File: src/rtl/euclidean_rhythm_generator_defines.svh
// ---------------------------------------------------------------------------
// euclidean rhythm generator assertion macros
// ---------------------------------------------------------------------------
`ifndef EUCLIDEAN_RHYTHM_GENERATOR_DEFINES_SVH
`define EUCLIDEAN_RHYTHM_GENERATOR_DEFINES_SVH

// same-cycle implication, sampled on clk, off while rst_n is low
`define ERG_ASSERT_NOW(label, ante, cons, msg) \
    label: assert property (@(posedge clk) disable iff (!rst_n) (ante) |-> (cons)) \
        else $error(msg);

// next-cycle implication, sampled on clk, off while rst_n is low
`define ERG_ASSERT_NEXT(label, ante, cons, msg) \
    label: assert property (@(posedge clk) disable iff (!rst_n) (ante) |=> (cons)) \
        else $error(msg);

`endif

File: src/rtl/erg_pkg.sv
`timescale 1ns / 1ps
// ---------------------------------------------------------------------------
// erg_pkg
// shared constants, state type and controller/datapath command and status
// ---------------------------------------------------------------------------
package erg_pkg;

    localparam int MAX_STEPS = 32;
    localparam int OUT_W     = 32;
    localparam int PAT_W     = MAX_STEPS;
    localparam int CNT_W     = $clog2(MAX_STEPS + 1);
    localparam int HITS_W    = 6;
    localparam int STEPS_W   = 6;
    localparam int ROT_W     = 5;

    typedef enum logic [2:0] {
        ST_IDLE,
        ST_MOD,
        ST_GROUP,
        ST_BUILD,
        ST_FINISH
    } erg_state_t;

    typedef struct packed {
        logic load;
        logic mod_step;
        logic group_step;
        logic build_step;
        logic finish;
    } erg_cmd_t;

    typedef struct packed {
        logic special;
        logic mod_done;
        logic group_done;
        logic build_done;
    } erg_sts_t;

endpackage

File: src/rtl/erg_ctrl.sv
`timescale 1ns / 1ps
// ---------------------------------------------------------------------------
// erg_ctrl
// sequencer for remainder, grouping rounds, pattern build and result hand-off
// ---------------------------------------------------------------------------
module erg_ctrl
    import erg_pkg::*;
(
    input  logic      clk,
    input  logic      rst_n,
    input  logic      req_valid,
    output logic      req_ready,
    output logic      rsp_valid,
    input  logic      rsp_ready,
    input  erg_sts_t  sts,
    output erg_cmd_t  cmd
);

    erg_state_t state_reg;
    erg_state_t state_next;
    logic       out_valid_reg;
    logic       out_valid_next;
    logic       out_free;

    assign out_free  = !out_valid_reg || rsp_ready;
    assign rsp_valid = out_valid_reg;

    always_ff @(posedge clk or negedge rst_n)
    begin
        if (!rst_n)
        begin
            state_reg     <= ST_IDLE;
            out_valid_reg <= 1'b0;
        end
        else
        begin
            state_reg     <= state_next;
            out_valid_reg <= out_valid_next;
        end
    end

    always_comb
    begin
        state_next = state_reg;
        unique case (state_reg)
            ST_IDLE:
            begin
                if (req_valid)
                    state_next = ST_MOD;
            end
            ST_MOD:
            begin
                priority if (sts.special)
                    state_next = ST_FINISH;
                else if (sts.mod_done)
                    state_next = ST_GROUP;
            end
            ST_GROUP:
            begin
                if (sts.group_done)
                    state_next = ST_BUILD;
            end
            ST_BUILD:
            begin
                if (sts.build_done)
                    state_next = ST_FINISH;
            end
            ST_FINISH:
            begin
                if (out_free)
                    state_next = ST_IDLE;
            end
            default:
                state_next = ST_IDLE;
        endcase
    end

    always_comb
    begin
        cmd            = '0;
        req_ready      = 1'b0;
        out_valid_next = out_valid_reg && !rsp_ready;
        unique case (state_reg)
            ST_IDLE:
            begin
                req_ready = 1'b1;
                cmd.load  = req_valid;
            end
            ST_MOD:
                cmd.mod_step = !sts.special && !sts.mod_done;
            ST_GROUP:
                cmd.group_step = !sts.group_done;
            ST_BUILD:
                cmd.build_step = !sts.build_done;
            ST_FINISH:
            begin
                cmd.finish = out_free;
                if (out_free)
                    out_valid_next = 1'b1;
            end
            default:
                cmd = '0;
        endcase
    end

endmodule

File: config.mk
export PLATFORM = sky130hd
export DESIGN_NAME = erg_ctrl
export DESIGN_NICKNAME = d
export VERILOG_FILES = /design/src/rtl/euclidean_rhythm_generator_defines.svh /design/src/rtl/erg_pkg.sv /design/src/rtl/erg_ctrl.sv
export SDC_FILE = /design/constraint.sdc
export NUM_CORES = 1
export LEC_CHECK = 0
export ABC_AREA = 0
export BUFFER_PORTS_ARGS = -buffer_cell sky130_fd_sc_hd__buf_2
export CAP_MARGIN = 25
export CELL_PAD_IN_SITES_DETAIL_PLACEMENT = 1
export CELL_PAD_IN_SITES_GLOBAL_PLACEMENT = 1
export CORE_AREA = 2 2 39 41
export CTS_BUF_LIST = sky130_fd_sc_hd__clkbuf_4 sky130_fd_sc_hd__clkbuf_8
export DETAILED_ROUTE_END_ITERATION = 12
export DIE_AREA = 0 0 41 43
export GPL_TIMING_DRIVEN = 0
export PLACE_DENSITY = 0.56
export REMOVE_ABC_BUFFERS = 1
export SKIP_LAST_GASP = 1
export SYNTH_ARGS = -nofsm -noshare
export SYNTH_HDL_FRONTEND = slang
export SYNTH_SLANG_ARGS = --single-unit
File: constraint.sdc
create_clock -name clk -period 2.05 [get_ports clk]
set_input_delay 0.205 -clock clk [delete_from_list [all_inputs] [get_ports clk]]
set_output_delay 0.205 -clock clk [all_outputs]
set_load 0.01 [all_outputs]
# After elaboration in Yosys (flattened, before gate mapping)
# Index checks and enable logic that the tools add are counted.
# word_totals
latch_bits,0
regBits,4
input_bits,8
rom_bits,0
mem_bits_rw,0
memories,0
# op_classes
shifts,0
n_addsub,0
n_bitwise,0
n_div,0
n_mux,15
reduce_logical,11
order_cmp,0
n_eq_ne,9
n_mul,0
# ops
op,n
$mux W3,6
$pmux W3 S5,1
$mux W1,8
$ne A2 B2 Y1 const B,4
$eq A3 B2 Y1 const B,2
$logic_not A1 Y1,6
$reduce_and A5 Y1,1
$eq A3 B1 Y1 const B,1
$eq A3 B3 Y1 const B,1
$logic_not A3 Y1,1
$ne A3 B3 Y1 const B,1
$logic_and A1 B1 Y1,2
$logic_or A1 B1 Y1,1

# Longest topological paths before layout
# logic_depth
depth_word,4
ltp_mapped,4
ltp_nobuf,3

# Worst setup path before layout
# Ideal clock, no wire load.
# synth_path
path_type,reg2out
start,register state_reg[1]
end,output cmd[4] in the netlist's numbering
setup_slack_ns,0.744
stages_incl_launch_ff,4
t_required_ns,1.845
arrival_time_ns,1.101
n_path_buf,1
cell_sequence,dfrtp_1 -> buf_2 -> nor3_1 -> and2_1
# synth_rtl
item,line_no,rtl
start: declaration,erg_ctrl.sv:19,erg_state_t state_reg;
start signal: assignment,erg_ctrl.sv:37,state_reg <= state_next;
end: declaration,erg_ctrl.sv:16,output erg_cmd_t cmd

==> results.py <==
metrics = {
    "outcome": {
        "run_status": "finished, final reports clean",
    },
    "floorplan": {
        "start_util_pct": 18.4,
        "die_y_um": 43,
        "io_pins": 15,
        "die_w_um": 41,
        "fp.coreArea_um2": 1380,
        "die_area_um2": 1760,
        "num_rows": 14,
    },
    "layout": {
        "antennaDiodeCount": 0,
        "drive_gt1_share_pct": 36.2,
        "layout.nets": 57,
        "largest_reg_flops": 3,
        "syn_to_final_growth_pct": 44.1,
        "utilization_pct": 26.6,
    },
    "yosys": {
        "synth.area.mux_share_pct": 0,
        "ys_seq_elements": 4,
        "netlist_area_um2": 255,
        "postSynthCellCount": 31,
        "synth.most_common_cell": "dfrtp_1",
        "synth.top_cells.by_area": "dfrtp_1, a311oi_1, nor2b_1",
        "avgSynthCellArea_um2": 8.23,
        "synth_top_family_by_area": "simple AND/OR/NAND/NOR gates",
        "synthXorXnorAreaFrac_pct": 0,
        "synth_commonest_cells": "dfrtp_1, inv_1",
        "synth_cell_types": 19,
        "seq_area_frac_synth_pct": 39.2,
        "synthFlopType": "dfrtp_1",
        "synth_edf_count": 0,
        "synth_compound_gate_area_share_pct": 20.1,
        "synth_top_area_share_pct": 39.2,
        "yosys.area_share.simple_pct": 32.4,
        "ys_async_sr_fraction_pct": 100,
        "synthAdderAreaFrac_pct": 0,
        "yosys_warnings": 0,
        "yosysTopAreaCell": "dfrtp_1",
    },
    "setup_path": {
        "cp-start-kind": "register",
        "crit_cells": 3,
        "critPathMaxStageDelay_ns": 0.48,
        "r2r_cells": 2,
        "crit_path_cell_trace": "or3_1 > nor3b_1 > buf_2",
        "critPathBufInv": 1,
        "reg2reg_to": "state_reg[0]",
        "reg2reg_from": "state_reg[1]",
        "critPathSlowestCell": "dfrtp_1",
        "crit_family": "simple AND/OR/NAND/NOR gates",
        "arrival_ns": 1.48,
        "endpoint_kind": "primary output",
        "crit_path_max_fanout": 12,
        "crit_required_ns": 1.85,
        "ff2ff_setup_slack_ns": 0.78,
        "crit_type": "reg -> out",
    },
    "global_route": {
        "gr-total-overflow": 0,
        "grt_max_degree": 13,
        "grt_pass1_vias": 294,
        "antenna_found_initial": 0,
        "grt_pass1_wl_mm": 1.15,
        "grt_usage_pct": 10.1,
    },
    "sta": {
        "tightest_slew_ns": 0.326,
        "slew_viol_final": 0,
        "timing_hold_violations_final": 0,
        "setup_viol": 0,
        "finClkSkew_ns": 0.00840,
        "period_needed_ns": 1.68,
        "slew_headroom_pct": 78.2,
        "fmax_mhz": 594,
        "post-route-period-util_pct": 82.1,
        "fin_tns_setup_ns": 0,
        "rsz0062_at_grt": "no",
    },
    "clocking": {
        "cts-buffers-inserted": 3,
        "cts.path.max_buffers": 2,
        "clk_latency_ns": 0.24,
        "h-tree-depth": 1,
        "cts_tree": "yes",
        "cts-root-buf": "clkbuf_4",
        "clk_pin_slew_worst_paths_ns": 0.04,
        "post-cts-setup-buffer-count": 0,
        "cts.sinks": 4,
    },
    "pwr": {
        "p_sw_w": 0.000197,
        "power_frac_clock_pct": 20.4,
        "power_frac_comb_pct": 39.6,
        "p_int_w": 0.000280,
        "seqPwrFrac_pct": 39.9,
        "power_density_nw_per_um2": 1300,
        "cellLeakagePower_nw": 0.179,
        "swShare_pct": 41.3,
        "vdd_drop_max_uv": 407,
    },
    "min_path": {
        "hold_depth": 2,
        "min_to": "rsp_valid",
        "hp-start": "rsp_ready",
        "hold_path_class": "in -> reg",
    },
    "routing": {
        "final_antenna_net_count": 0,
        "first_pass_iters": 4,
        "vias_per_cell": 4.70,
        "vias": 296,
        "drt_iter0_drc": 6,
        "route.detailed.drc": 0,
        "wl_um": 633,
        "wl_per_cell_um": 10.0,
    },
    "place": {
        "dpl.hpwl_um": 482,
        "numPortBuffers": 14,
        "place_congestion": 0.661,
    },
    "job": {
        "maxCapViolations": 0,
    },
}
power groups by stage:
stage	logic (W)	registers (W)	clock network [W]
after global placement	0.000189	0.000196	0
after detailed placement	0.000191	0.000196	0
after floorplan	0.000121	0.000177	0
final	0.000189	0.000191	0.0000974
after CTS	0.000194	0.000194	0.000101
after global routing	0.000220	0.000203	0.000106
layer usage:
layer / track usage, % / up-vias / share of wire (%)
met4: 8.00 / 0 / 2.2
met5: 0 / - / 0
met2: 13.1 / 15 / 46
li1: - / 142 / -
met1: 12.1 / 137 / 41
met3: 4.71 / 2 / 10
metrics by stage:
| step | cells | total power [W] | hold WS, ns | area, um^2 | worst slack, ns |
|---|---|---|---|---|---|
| floorplan | 29 | 0.000298 | -0.0906 | 245 | 0.666 |
| global placement | 59 | 0.000385 | 0.0150 | 335 | 0.588 |
| detailed placement | 59 | 0.000387 | 0.0146 | 335 | 0.598 |
| CTS | 63 | 0.000488 | 0.185 | 368 | 0.345 |
| global route | 63 | 0.000529 | 0.222 | 368 | 0.246 |
| finish | 63 | 0.000477 | 0.185 | 368 | 0.367 |
layout by cell type (no fill, tap or decap), drive strengths merged:
cell type	Yosys	routed
buf	2	14
dfrtp	4	4
inv	3	3
clkbuf	0	3
nor2b	2	2
nand2	2	2
nor2	2	2
a21oi	2	2
o21ai	2	2
a311oi	2	2
nor3	1	1
or3	1	1
nor3b	1	1
nor4b	1	1
and2	1	1
a31oi	1	1
nand2b	1	1
a211oi	1	1
nor4bb	1	1
nand3	1	1
dlygate4sd3	0	1
timing repair:
| action | 4_1_cts | 5_1_grt |
|---|---|---|
| gates resized for setup | 0 | 0 |
| setup endpoints to repair | 0 | 0 |
| hold buffers | 1 | 0 |
| endpoints found under the hold margin | 4 | 0 |
worst reg2reg max path, delay by kind of cell, from the launching register on:
kind | cells | cell delay (ns)
and+or+nand+nor | 1 | 0.44
DFF | 1 | 0.48
AOI/OAI and AO/OA | 1 | 0.26
worst max-delay path by stage:
stage / startpoint / end / slack (ns)
floorplan: state_reg[1] / cmd[3] / 0.67
global placement: state_reg[1] / cmd[3] / 0.59
detailed placement: state_reg[1] / cmd[3] / 0.60
CTS: state_reg[1] / cmd[3] / 0.35
global route: state_reg[1] / cmd[3] / 0.25
finish: state_reg[1] / cmd[3] / 0.37
cells by family after synthesis:
family,Yosys count
flip-flops,4
buffers and inverters,5
AND/OR/NAND/NOR,14
AO/OA/AOI/OAI,8
layout make-up:
class	instances	area, um^2
multi-input combinational	22	134
inverter	3	11.3
sequential	4	100
tap	16	20.0
timing repair buffer	15	80.1
fill	179	1020
clock buffer	3	22.5
(Power assumes the default switching activity.)
