[config.mk]
export PLATFORM = sky130hd
export DESIGN_NAME = erg_datapath
export DESIGN_NICKNAME = d
export VERILOG_FILES = /design/src/rtl/euclidean_rhythm_generator_defines.svh /design/src/rtl/erg_pkg.sv /design/src/rtl/erg_datapath.sv
export SDC_FILE = /design/constraint.sdc
export NUM_CORES = 1
export LEC_CHECK = 0
export ABC_AREA = 0
export CORE_MARGIN = 3
export CORE_UTILIZATION = 45
export DETAILED_ROUTE_END_ITERATION = 6
export DONT_BUFFER_PORTS = 1
export PLACE_DENSITY = 0.56
export SETUP_SLACK_MARGIN = 0.1
export SLEW_MARGIN = 40
export SYNTH_ARGS = -nofsm -noshare
export SYNTH_HDL_FRONTEND = slang
export SYNTH_SLANG_ARGS = --single-unit
[constraint.sdc]
create_clock -name clk -period 5 [get_ports clk]
set_clock_uncertainty 0.1 [all_clocks]
set_input_delay 1 -clock clk [delete_from_list [all_inputs] [get_ports clk]]
set_output_delay 1 -clock clk [all_outputs]
set_load 0.005 [all_outputs]
[src/rtl/euclidean_rhythm_generator_defines.svh]
// ---------------------------------------------------------------------------
// euclidean rhythm generator assertion macros
// ---------------------------------------------------------------------------
`ifndef EUCLIDEAN_RHYTHM_GENERATOR_DEFINES_SVH
`define EUCLIDEAN_RHYTHM_GENERATOR_DEFINES_SVH

// same-cycle implication, sampled on clk, off while rst_n is low
`define ERG_ASSERT_NOW(label, ante, cons, msg) \
    label: assert property (@(posedge clk) disable iff (!rst_n) (ante) |-> (cons)) \
        else $error(msg);

// next-cycle implication, sampled on clk, off while rst_n is low
`define ERG_ASSERT_NEXT(label, ante, cons, msg) \
    label: assert property (@(posedge clk) disable iff (!rst_n) (ante) |=> (cons)) \
        else $error(msg);

`endif

[src/rtl/erg_pkg.sv]
`timescale 1ns / 1ps
// ---------------------------------------------------------------------------
// erg_pkg
// shared constants, state type and controller/datapath command and status
// ---------------------------------------------------------------------------
package erg_pkg;

    localparam int MAX_STEPS = 32;
    localparam int OUT_W     = 32;
    localparam int PAT_W     = MAX_STEPS;
    localparam int CNT_W     = $clog2(MAX_STEPS + 1);
    localparam int HITS_W    = 6;
    localparam int STEPS_W   = 6;
    localparam int ROT_W     = 5;

    typedef enum logic [2:0] {
        ST_IDLE,
        ST_MOD,
        ST_GROUP,
        ST_BUILD,
        ST_FINISH
    } erg_state_t;

    typedef struct packed {
        logic load;
        logic mod_step;
        logic group_step;
        logic build_step;
        logic finish;
    } erg_cmd_t;

    typedef struct packed {
        logic special;
        logic mod_done;
        logic group_done;
        logic build_done;
    } erg_sts_t;

endpackage

[src/rtl/erg_datapath.sv]
`timescale 1ns / 1ps
// ---------------------------------------------------------------------------
// erg_datapath
// two-group bjorklund reduction, pattern build, rotation and result register
// ---------------------------------------------------------------------------
module erg_datapath
    import erg_pkg::*;
(
    input  logic                clk,
    input  logic                rst_n,
    input  erg_cmd_t            cmd,
    output erg_sts_t            sts,
    input  logic [HITS_W-1:0]   hits,
    input  logic [STEPS_W-1:0]  steps,
    input  logic [ROT_W-1:0]    rotation,
    output logic [OUT_W-1:0]    rhythm_bits
);

    // every leading group is the same pattern a, every remainder group is b
    logic [CNT_W-1:0] n_reg, n_next;
    logic [ROT_W-1:0] rot_reg, rot_next;
    logic [PAT_W-1:0] a_reg, a_next, b_reg, b_next, pat_reg, pat_next;
    logic [CNT_W-1:0] a_len_reg, a_len_next, b_len_reg, b_len_next;
    logic [CNT_W-1:0] left_reg, left_next, right_reg, right_next;
    logic [CNT_W-1:0] pos_reg, pos_next;
    logic             zero_reg, zero_next, full_reg, full_next;
    logic [OUT_W-1:0] out_reg, out_next;

    logic [CNT_W-1:0] n_clamp, h_clamp;
    logic [PAT_W-1:0] n_mask, rotated;
    logic [CNT_W-1:0] rot_ext;

    always_comb
    begin
        n_clamp = (steps > STEPS_W'(MAX_STEPS)) ? CNT_W'(MAX_STEPS) : CNT_W'(steps);
        h_clamp = (CNT_W'(hits) > n_clamp) ? n_clamp : CNT_W'(hits);
    end

    always_comb
    begin
        for (int i = 0; i < PAT_W; i++)
            n_mask[i] = (i < int'(n_reg));
    end

    assign rot_ext = CNT_W'(rot_reg);

    always_comb
    begin
        if (rot_reg == '0)
            rotated = pat_reg;
        else
            rotated = ((pat_reg >> rot_reg) | (pat_reg << (n_reg - rot_ext))) & n_mask;
    end

    assign sts.special    = zero_reg || full_reg;
    assign sts.mod_done   = rot_ext < n_reg;
    assign sts.group_done = right_reg <= CNT_W'(1);
    assign sts.build_done = (left_reg == '0) && (right_reg == '0);

    always_comb
    begin
        n_next     = n_reg;
        rot_next   = rot_reg;
        a_next     = a_reg;
        b_next     = b_reg;
        a_len_next = a_len_reg;
        b_len_next = b_len_reg;
        left_next  = left_reg;
        right_next = right_reg;
        pat_next   = pat_reg;
        pos_next   = pos_reg;
        zero_next  = zero_reg;
        full_next  = full_reg;
        out_next   = out_reg;
        priority if (cmd.load)
        begin
            n_next     = n_clamp;
            rot_next   = rotation;
            a_next     = PAT_W'(1);
            b_next     = '0;
            a_len_next = CNT_W'(1);
            b_len_next = CNT_W'(1);
            left_next  = h_clamp;
            right_next = n_clamp - h_clamp;
            pat_next   = '0;
            pos_next   = '0;
            zero_next  = (n_clamp == '0) || (h_clamp == '0);
            full_next  = (h_clamp == n_clamp);
        end
        else if (cmd.mod_step)
        begin
            rot_next = rot_reg - n_reg[ROT_W-1:0];
        end
        else if (cmd.group_step)
        begin
            // append one remainder group to each leading group
            a_next     = a_reg | (b_reg << a_len_reg);
            a_len_next = a_len_reg + b_len_reg;
            if (left_reg <= right_reg)
            begin
                right_next = right_reg - left_reg;
            end
            else
            begin
                b_next     = a_reg;
                b_len_next = a_len_reg;
                left_next  = right_reg;
                right_next = left_reg - right_reg;
            end
        end
        else if (cmd.build_step)
        begin
            if (left_reg != '0)
            begin
                pat_next  = pat_reg | (a_reg << pos_reg);
                pos_next  = pos_reg + a_len_reg;
                left_next = left_reg - CNT_W'(1);
            end
            else
            begin
                pat_next   = pat_reg | (b_reg << pos_reg);
                pos_next   = pos_reg + b_len_reg;
                right_next = right_reg - CNT_W'(1);
            end
        end
        else if (cmd.finish)
        begin
            priority if (zero_reg)
                out_next = '0;
            else if (full_reg)
                out_next = OUT_W'(n_mask);
            else
                out_next = OUT_W'(rotated);
        end
    end

    always_ff @(posedge clk or negedge rst_n)
    begin
        if (!rst_n)
        begin
            left_reg  <= '0;
            right_reg <= '0;
            zero_reg  <= 1'b1;
            full_reg  <= 1'b0;
        end
        else
        begin
            left_reg  <= left_next;
            right_reg <= right_next;
            zero_reg  <= zero_next;
            full_reg  <= full_next;
        end
    end

    always_ff @(posedge clk)
    begin
        n_reg     <= n_next;
        rot_reg   <= rot_next;
        a_reg     <= a_next;
        b_reg     <= b_next;
        a_len_reg <= a_len_next;
        b_len_reg <= b_len_next;
        pat_reg   <= pat_next;
        pos_reg   <= pos_next;
        out_reg   <= out_next;
    end

    assign rhythm_bits = out_reg;

endmodule

# Word level (Yosys, flattened, before mapping)

Cells that the tools add are included.

Add/subtract/negate cells: 10
Order comparisons: 37
Equal/unequal tests: 4
Shifts and indexed selects: 5
Multiplexer cells: 20
Bitwise logic cells: 10
Reductions and logical operators: 18

Operators with widths:

| kind                  | number |
|---|---|
| $or A32 B32 Y32       | 4 |
| $shl A32 B6 Y32       | 4 |
| $lt A5 B6 Y1 const A  | 16 |
| $mux W32              | 3 |
| $mux W6               | 15 |
| $lt A4 B6 Y1 const A  | 8 |
| $and A32 B32 Y32      | 1 |
| $shr A32 B5 Y32       | 1 |
| $logic_not A6 Y1      | 4 |
| $lt A3 B6 Y1 const A  | 4 |
| $add A6 B6 Y6         | 3 |
| $sub A6 B6 Y6         | 3 |
| $lt A1 B6 Y1 const A  | 2 |
| $lt A2 B6 Y1 const A  | 2 |
| $sub A6 B1 Y6 const B | 2 |
| $mux W5               | 2 |
| $reduce_and A3 Y1     | 3 |
| $eq A6 B6 Y1          | 1 |
| $gt A6 B6 Y1          | 1 |
| $gt A6 B6 Y1 const B  | 1 |
| $le A6 B1 Y1 const B  | 1 |
| $le A6 B6 Y1          | 1 |
| $lt A5 B6 Y1          | 1 |
| $ne A3 B3 Y1 const B  | 2 |
| other kinds (13)      | 19 |

Register bits after elaboration: 171
Input bits: 24
Output and inout port bits: 36

# Longest topological paths before layout

Gate-level depths: netlist of run 1.

Depth in word-level cells: 6
Mapped depth: 20
Depth with buffers taken out: 19

# Worst setup path after synthesis of run 1

Ideal clock, no wire load.

Path kind: input port to flip-flop
Start: input steps[5]
End: register right_reg[5]
Data arrival time: 3.990 ns
Required time: 4.761 ns
Setup slack: 0.772 ns
Stages on the path: 18
Buffers on the path: 1
Cell sequence: inv_1 -> nand2_1 -> ha_1 -> a21o_1 -> a21oi_1 -> nor2b_1 -> o32a_1 -> clkbuf_1 -> mux2i_1 -> ha_1 -> nor2b_1 -> o21ai_0 -> nand2b_1 -> a21o_1 -> a21oi_1 -> xnor2_1 -> a221oi_1 -> a22oi_1

Word-level cells in the longest chain between the ends: 6

Ends and longest elaborated chain:

| element              | line                | RTL |
|---|---|---|
| start, declared      | erg_datapath.sv:14  | `input logic [STEPS_W-1:0] steps,` |
| $gt A6 B6 Y1         | erg_datapath.sv:35  | `n_clamp = (steps > STEPS_W'(MAX_STEPS)) ? CNT_W'(MAX_STEPS) : CNT_W'(steps);` |
| $mux W6 (*)          | erg_datapath.sv:35  |  |
| $gt A6 B6 Y1         | erg_datapath.sv:36  | `h_clamp = (CNT_W'(hits) > n_clamp) ? n_clamp : CNT_W'(hits);` |
| $mux W6              | erg_datapath.sv:36  |  |
| $sub A6 B6 Y6 (*)    | erg_datapath.sv:84  | `right_next = n_clamp - h_clamp;` |
| $mux W6 (*)          | erg_datapath.sv:75  | `priority if (cmd.load)` |
| end signal, assigned | erg_datapath.sv:149 | `right_reg <= right_next;` |
| end, declared        | erg_datapath.sv:24  | `logic [CNT_W-1:0] left_reg, left_next, right_reg, right_next;` |

Every way passes the cells marked *; elsewhere a longest branch is shown, timed or not.
A chain may end at the register's enable or synchronous reset.

# Worst setup path in the final report of run 1

Ends and elaborated chain as after synthesis.

==> results of run 1 <==
worst reg2reg max path: stages (launching register included):
cell	delay, ns
dfrtp_1	0.44
inv_1	0.18
ha_1	0.23
or4b_4	0.50
nor2_4	0.09
buf_4	0.48
mux4_1	0.73
mux2i_1	0.20
mux2i_1	0.15
mux2_2	0.33
a311oi_1	0.31
o22ai_1	0.13
metal layers:
layer	vias up	wire length, µm
li1	6333	-
met1	6817	21000
met2	630	23600
met3	180	3150
met4	0	2900
met5	-	0
per-stage QoR:
step	setup WS (ns)	utilization (%)
CTS	0.994	47.8
global route	0.655	47.8
global placement	0.637	46.0
detailed placement	0.539	46.1
finish	0.950	47.8
floorplan	0.772	-
kinds of logic after synthesis:
group / Yosys count / share of synthesized area, %
mux: 285 / 27.5
xor+xnor: 28 / 1.63
flops: 171 / 25.4
fa+ha+maj: 52 / 4.55
simple gates: 542 / 15.2
buf+inv: 218 / 6.96
compound gates: 464 / 18.8
cells in the final DEF (no fill, tap or decap), types with 14 or more instances in the layout:
| master | instances |
|---|---|
| nor2b_1 | 16 |
| clkbuf_16 | 17 |
| inv_1 | 63 |
| buf_4 | 33 |
| nor3_1 | 33 |
| mux4_2 | 93 |
| nor2_1 | 146 |
| mux2_2 | 35 |
| a22oi_1 | 14 |
| o21ai_0 | 68 |
| ha_1 | 44 |
| xnor2_1 | 15 |
| a21o_1 | 15 |
| nand3_1 | 23 |
| o22ai_1 | 31 |
| edfxtp_1 | 43 |
| dfxtp_1 | 110 |
| mux2i_1 | 140 |
| nand2_1 | 259 |
| a221oi_1 | 18 |
| a31oi_1 | 19 |
| a211oi_1 | 29 |
| a21oi_1 | 189 |
where the power goes:
group          switching, mW  total (mW)  internal (mW)
Sequential             0.155        1.66           1.51
Clock                  0.680        1.35          0.667
Combinational           1.36        2.23          0.873
layout make-up:
cell class,instances,area share [%]
Inverter,67,1.56
Timing Repair Buffer,34,1.66
Clock buffer,17,2.64
Sequential cell,171,24.4
Tap cell,448,3.48
Multi-Input combinational cell,1371,65.3
Clock inverter,15,0.910
cell usage after synthesis, drive strengths merged, types with 6 or more instances:
library cell  count  area (µm²)
xnor2            16         148
o22ai            31         194
a221oi           19         173
dfrtp            13         325
inv              64         240
buf              48         339
a22oi            15         118
xor2             12         105
clkbuf          103         487
ha               45         563
a21o             15         113
nor2b            16         100
mux2             37         420
nand3            23         115
dfxtp           114        2280
nor3             35         180
and2              9        58.8
nand2b           11        68.8
a211oi           31         243
nand2           259         972
fa                7         140
o21a              7        52.6
a21oi           191         963
or3               6        40.0
o211ai           11        82.6
edfxtp           43        1290
nor2            151         582
mux4            104        2380
mux2i           144        1460
o21ai            72         360
a31oi            19         119
how the worst min path moves through the flow:
stage / startpoint / to / slack [ns] / cells after the start
after CTS: rst_n / full_reg$_DFFE_PN0P_ / 0.11 / 0
final: rst_n / full_reg$_DFFE_PN0P_ / 0.12 / 0
after detailed placement: a_reg[2]$_SDFFE_PP0P_ / b_reg[2]$_SDFFE_PP0P_ / 0.37 / 2
after global routing: rst_n / full_reg$_DFFE_PN0P_ / 0.11 / 0
after floorplan: a_reg[31]$_SDFFE_PP0P_ / b_reg[31]$_SDFFE_PP0P_ / 0.34 / 2
after global placement: a_reg[2]$_SDFFE_PP0P_ / b_reg[2]$_SDFFE_PP0P_ / 0.37 / 2
==> summary.txt, run 1 <==
Run status
  – Status: completed

STA
  – Setup violation total in the final timing report: 0
  – Fmax: 0.247 GHz
  – Hold Slack: 0.121 ns
  – Tightest Pin Transition: 0.818 ns
  – Final Critical Period: 4.05 ns
  – Final TNS setup: 0 ns
  – Final hold violations: 0
  – RSZ-0062 raised after global routing: false
  – Final period utilization: 81.0%
  – Relative slew slack: 45.1%
  – Slew Limit Fails: 0

Die
  – Die height: 191 µm
  – Die width: 191 µm
  – Ports: 60
  – Core footprint: 33700 µm²
  – Area of the die: 36600 µm²
  – Initial Utilization: 45.9%
  – Site Rows: 67

Clocking
  – CTS root buf: clkbuf_16
  – Post-CTS Resized: 0
  – H-tree depth: 4
  – Worst-path clk slew: 0.07 ns
  – CTS sink cnt: 171
  – Longest Clk Path Bufs: 2
  – Hold_buf cts: 0
  – CTS buffer count: 17
  – Setup bufs post-CTS: 0
  – Clk_lat worst skew: 0.47 ns
  – CTS tree: done

GRT
  – Grt peak-use layer: met2
  – Vias in the first global route: 13.3k
  – First-pass GRT wire length: 78.8 mm
  – Grt met1 use: 36.2%
  – GRT Total Usage: 27.7%
  – Largest net degree at the start of global routing: 163
  – GRT overflow: 0
  – Met2 Usage GRT: 44.3%
  – Met3 Usage GRT: 4.44%
  – Antenna violations before repair: 0

Critical path
  – Worst Setup SP: steps[5]
  – Buf/Inv on CP: 1
  – Kind of start point of the critical path: input port
  – Critical path type: in -> reg
  – Flop-to-flop setup slack: 1.00 ns
  – Reg2Reg Depth: 11
  – Max stage delay on crit path: 0.47 ns
  – CP Cell Sequence: inv_1 -> nand2_1 -> ha_1 -> a21o_1 -> a21oi_1 -> nor2b_1 -> o32a_1 -> mux2i_1 -> ha_1 -> nor2b_1 -> o21ai_0 -> nand2b_1 -> a21o_1 -> a21oi_1 -> xnor2_1 -> a221oi_1 -> a22oi_1
  – CP max-delay cell: o32a_1
  – Crit path to: right_reg[5]$_DFFE_PN0P_
  – Reg2reg end: pat_reg[30]$_SDFFE_PP0P_
  – CP max FO: 7
  – Setup crit end kind: register
  – CP Depth: 17
  – Worst Path Required: 5.24 ns
  – RR Startpoint: left_reg[1]$_DFFE_PN0P_
  – Critical path's top delay family: compound AO/OA/AOI/OAI gates
  – Arr. time, crit path: 4.29 ns

Logic synthesis
  – Syn avg cell area: 8.79 µm²
  – Asr flop ratio synth: 8.19%
  – Main flop type after synthesis: dfxtp_1
  – Gate count of the mapped netlist: 1760
  – #FFs+latches synth: 171
  – EDFF count, synth: 43
  – Unique masters post-synth: 91
  – Post-Syn Nets: 1836
  – Yosys warnings: 0
  – Post-Syn Area: 15500 µm²
  – Sequential area share after synthesis: 25.4%

Place
  – PortBufs: 0
  – Routability Congestion: 1.02
  – Dpl cell area: 15500 µm²
  – Detail Placement HPWL: 36.6 mm
  – Cells after DPL: 2091

Finish
  – Post-route cell area: 16100 µm²
  – Fillers: 3285
  – N_diodes: 0
  – Synthesis-to-layout area growth: 4.04%
  – Reg area: 3940 µm²
  – Layout cells sized above 1: 14.0%
  – Nets: 1738
  – Non-Filler Instances: 2123
  – Multi-input logic area: 10500 µm²

Detailed routing
  – Detailed Route Iter0 Violations: 1419
  – Mean number of vias per cell: 6.58
  – ANT nets after route: 0
  – DRT Wirelength: 50.6 mm
  – Vias: 14.0k
  – Pre-antenna DRT Iters: 6
  – Remaining DRCs: 0
  – WL/cell: 23.9 µm

Job
  – Max cap viols: 0

Pwr
  – Pwr per Cell Area: 326 nW/µm²
  – VDD IR-drop max: 0.271 mV
  – Tot Pwr: 5.24 mW
  – P_leak: 5.84 nW

Worst hold path
  – Worst hold path type: in -> async
(Power assumes the default switching activity.)
==> run 2, diff against run 1 <==
ABC_AREA = 1   (was 0)
PLACE_DENSITY = 0.58   (was 0.56)
clock period = 3.7 ns   (was 5 ns; I/O delays follow)
==> run 2 against run 1 <==
Sequential power is 52% higher; highest routed layer unchanged; synthesized cell count is 44% higher; clock power is 39% higher; core utilization is 0.86 points higher; worst hold slack worse by 0.093 ns; sequential share of layout area is 0.54 points lower; die area is 0.26% higher; sequential cell count stayed put; final area is 2.0% higher; final cell count is 37% higher; power is 90% higher.
==> summary.txt, run 2 <==
Logic synthesis
  – Unique masters post-synth: 54 (-41%)
  – #FFs+latches synth: 171 (unchanged)
  – Count leader, synth: nand2_1
  – Post-synth top cells: nand2_1 (702), nand3_1 (350), o21ai_0 (315), a21oi_1 (209), inv_1 (201)
  – Gate count of the mapped netlist: 2537 (+44%)
  – Sequential area share after synthesis: 25.3% (-0.068 points)
  – Top cells by area, synth: nand2_1 (17%), dfxtp_1 (15%), nand3_1 (11%)
  – Post-Syn Area: 15500 µm² (+0.27%)
  – Asr flop ratio synth: 8.19% (unchanged)
  – EDFF count, synth: 43 (unchanged)
  – Main flop type after synthesis: dfxtp_1
  – Yosys warnings: 0 (unchanged)
  – Post-Syn Nets: 2613 (+42%)
  – Syn avg cell area: 6.11 µm² (-30%)
  – Cell taking the most area after synthesis: nand2_1
  – Top cell type's share of synthesized area: 17.0% (+2.2 points)

Place
  – Detail Placement HPWL: 45.4 mm (+24%)
  – PortBufs: 0 (unchanged)
  – Routability Congestion: 0.991 (-3.0%)

Detailed routing
  – Detailed Route Iter0 Violations: 1537 (+8.3%)
  – ANT nets after route: 0 (unchanged)
  – Pre-antenna DRT Iters: 6 (unchanged)
  – Vias: 17.1k (+22%)
  – DRT Wirelength: 59.1 mm (+17%)
  – Mean number of vias per cell: 5.85 (-11%)
  – Remaining DRCs: 0 (unchanged)
  – WL/cell: 20.3 µm (-15%)

GRT
  – Largest net degree at the start of global routing: 77 (-53%)
  – First-pass GRT wire length: 90.6 mm (+15%)
  – GRT Total Usage: 31.8% (+4.1 points)
  – Vias in the first global route: 15.5k (+17%)
  – Antenna violations before repair: 0 (unchanged)
  – GRT overflow: 0 (unchanged)

Pwr
  – Comb pwr share: 55.7% (+13 points)
  – Pwr per Cell Area: 605 nW/µm² (+86%)
  – Net Sw Power: 5.05 mW (+130%)
  – Sequential Power Share: 25.5% (-6.2 points)
  – Tot Pwr: 9.94 mW (+90%)
  – Clk network pwr share: 18.8% (-6.9 points)
  – Pint: 4.89 mW (+60%)
  – P_leak: 7.25 nW (+24%)
  – Net Sw Frac: 50.8% (+8.9 points)
  – VDD IR-drop max: 0.425 mV (+57%)

Clocking
  – CTS root buf: clkbuf_16
  – CTS buffer count: 17 (unchanged)
  – Longest Clk Path Bufs: 2 (unchanged)
  – Setup bufs post-CTS: 0 (unchanged)
  – H-tree depth: 4 (unchanged)
  – CTS tree: done
  – Clk_lat worst skew: 0.46 ns (about the same)
  – CTS sink cnt: 171 (unchanged)
  – Worst-path clk slew: 0.07 ns (about the same)

Finish
  – Reg area: 3930 µm² (-0.22%)
  – Fillers: 3625 (+10%)
  – Commonest non-fill, non-tap cell in the layout: nand2_1
  – Nets: 2531 (+46%)
  – Layout cells sized above 1: 6.60% (-7.4 points)
  – Core Util, Final: 48.6% (+0.86 points)
  – Synthesis-to-layout area growth: 5.88%
  – Most frequent cells in the layout: nand2_1 (701), nand3_1 (350), o21ai_0 (314), a21oi_1 (209), inv_1 (197)
  – N_diodes: 0 (unchanged)
  – Multi-input logic area: 9950 µm² (-5.3%)

Run status
  – Status: completed

Worst hold path
  – Worst hold path type: in -> async

STA
  – RSZ-0062 raised after global routing: false
  – Hold Slack: 0.0284 ns (-0.0931 ns)
  – Fmax: 0.303 GHz
  – Tightest Pin Transition: 0.819 ns (+0.00110 ns)
  – Setup violation total in the final timing report: 0 (unchanged)
  – Slew Limit Fails: 0 (unchanged)
  – Final hold violations: 0 (unchanged)
  – Relative slew slack: 45.3% (+0.26 points)
  – Final period utilization: 89.2%
  – Final Critical Period: 3.30 ns

Critical path
  – Reg2Reg Depth: 14 (+3)
  – RR Startpoint: n_reg[0]$_DFFE_PP_
  – Setup crit end kind: register
  – Critical path type: reg -> reg
  – CP max FO: 23 (+16)
  – Worst Path Required: 3.86 ns (-1.38 ns)
  – Arr. time, crit path: 3.46 ns (-0.83 ns)
  – Flop-to-flop setup slack: 0.40 ns (-0.60 ns)
  – Kind of start point of the critical path: register
  – Reg2reg end: rhythm_bits[30]$_SDFFCE_PP0P_

Job
  – Max cap viols: 0 (unchanged)

Die
  – Die width: 192 µm (+0.13%)
  – Ports: 60 (unchanged)
  – Core footprint: 33800 µm² (+0.25%)
  – Area of the die: 36700 µm² (+0.26%)
  – Die height: 192 µm (+0.13%)
  – Site Rows: 67 (unchanged)
  – Initial Utilization: 45.9% (about the same)
## run 2: changes by cell type after synthesis, sizes merged, moves of 48 or more
cell,change
mux4,-104
nand3,+328
o21ai,+267
inv,+151
nand2,+446
buf,+48
mux2i,-112
## run 2: kinds of logic after synthesis
kind of cell	Yosys count	synth area share, %
AOI/OAI and AO/OA	649	22.6
buffers and inverters	391	10.6
DFF	171	25.3
muxes	32	2.07
xor gates and xnor gates	12	0.847
adders and majority gates	52	4.53
and+or+nand+nor	1230	34.0
## run 2: area by class of cell
| type | count | share of cell area [%] |
|---|---|---|
| Sequential cell | 171 | 23.9 |
| Multi-Input combinational cell | 1975 | 60.6 |
| Clock inverter | 14 | 0.899 |
| Timing Repair Buffer | 71 | 3.41 |
| Tap cell | 448 | 3.41 |
| Clock buffer | 18 | 2.74 |
| Inverter | 219 | 5.02 |
## run 2: timing repair
item / 4_1_cts / 5_1_grt
hold endpoints to repair: 13 / 0
setup endpoints to repair: 0 / 2
gates resized for setup: 0 / 2
hold buffers: 1 / 0
## run 2: power by group through the flow
| stage | combinational [mW] | sequential (mW) | clock (mW) |
|---|---|---|---|
| after global routing | 6.17 | 2.57 | 1.97 |
| after floorplan | 3.96 | 2.44 | 0 |
| after global placement | 5.42 | 2.57 | 0 |
| final | 5.54 | 2.53 | 1.87 |
| after detailed placement | 5.44 | 2.57 | 0 |
| after CTS | 5.46 | 2.53 | 1.90 |
## run 2: how the worst max path moves through the flow
stage | start | end | slack, ns | cells past startpoint
after floorplan | steps[2] | right_reg[5]$_DFFE_PN0P_ | 0.19 | 22
after global placement | steps[2] | right_reg[4]$_DFFE_PN0P_ | -0.02 | 20
after detailed placement | steps[2] | right_reg[4]$_DFFE_PN0P_ | -0.13 | 20
after CTS | steps[2] | right_reg[4]$_DFFE_PN0P_ | 0.35 | 20
after global routing | steps[0] | right_reg[5]$_DFFE_PN0P_ | 0.11 | 21
final | n_reg[0]$_DFFE_PP_ | rhythm_bits[30]$_SDFFCE_PP0P_ | 0.40 | 14
## run 2: worst max-delay path, cell delays in order, from the launching register on
cell      delay, ns
edfxtp_1       0.48
inv_1          0.10
ha_2           0.18
inv_1          0.06
fa_1           0.43
xor2_2         0.37
buf_4          0.35
nand3_1        0.14
nand3_1        0.13
nand3_1        0.09
o21ai_1        0.08
nand2_1        0.11
nand2_1        0.16
nand3_1        0.08
a21oi_1        0.23
## run 2: stage by stage
stage | setup WS (ns) | setup TNS [ns] | instance area (µm²) | cells
2_1_floorplan | 0.192 | 0 | 15500 | 2537
3_3_place_gp | -0.0193 | -0.0193 | 15800 | 2883
3_5_place_dp | -0.131 | -0.148 | 15800 | 2883
4_1_cts | 0.350 | 0 | 16400 | 2916
5_1_grt | 0.114 | 0 | 16400 | 2916
6_report | 0.401 | 0 | 16400 | 2916
## run 2: per-layer routing
layer | vias up | wire [µm] | track usage (%)
li1 | 8408 | - | -
met1 | 7944 | 25200 | 40.9
met2 | 571 | 27900 | 53.2
met3 | 137 | 2740 | 3.25
met4 | 0 | 3180 | 15.7
met5 | - | 0 | 0
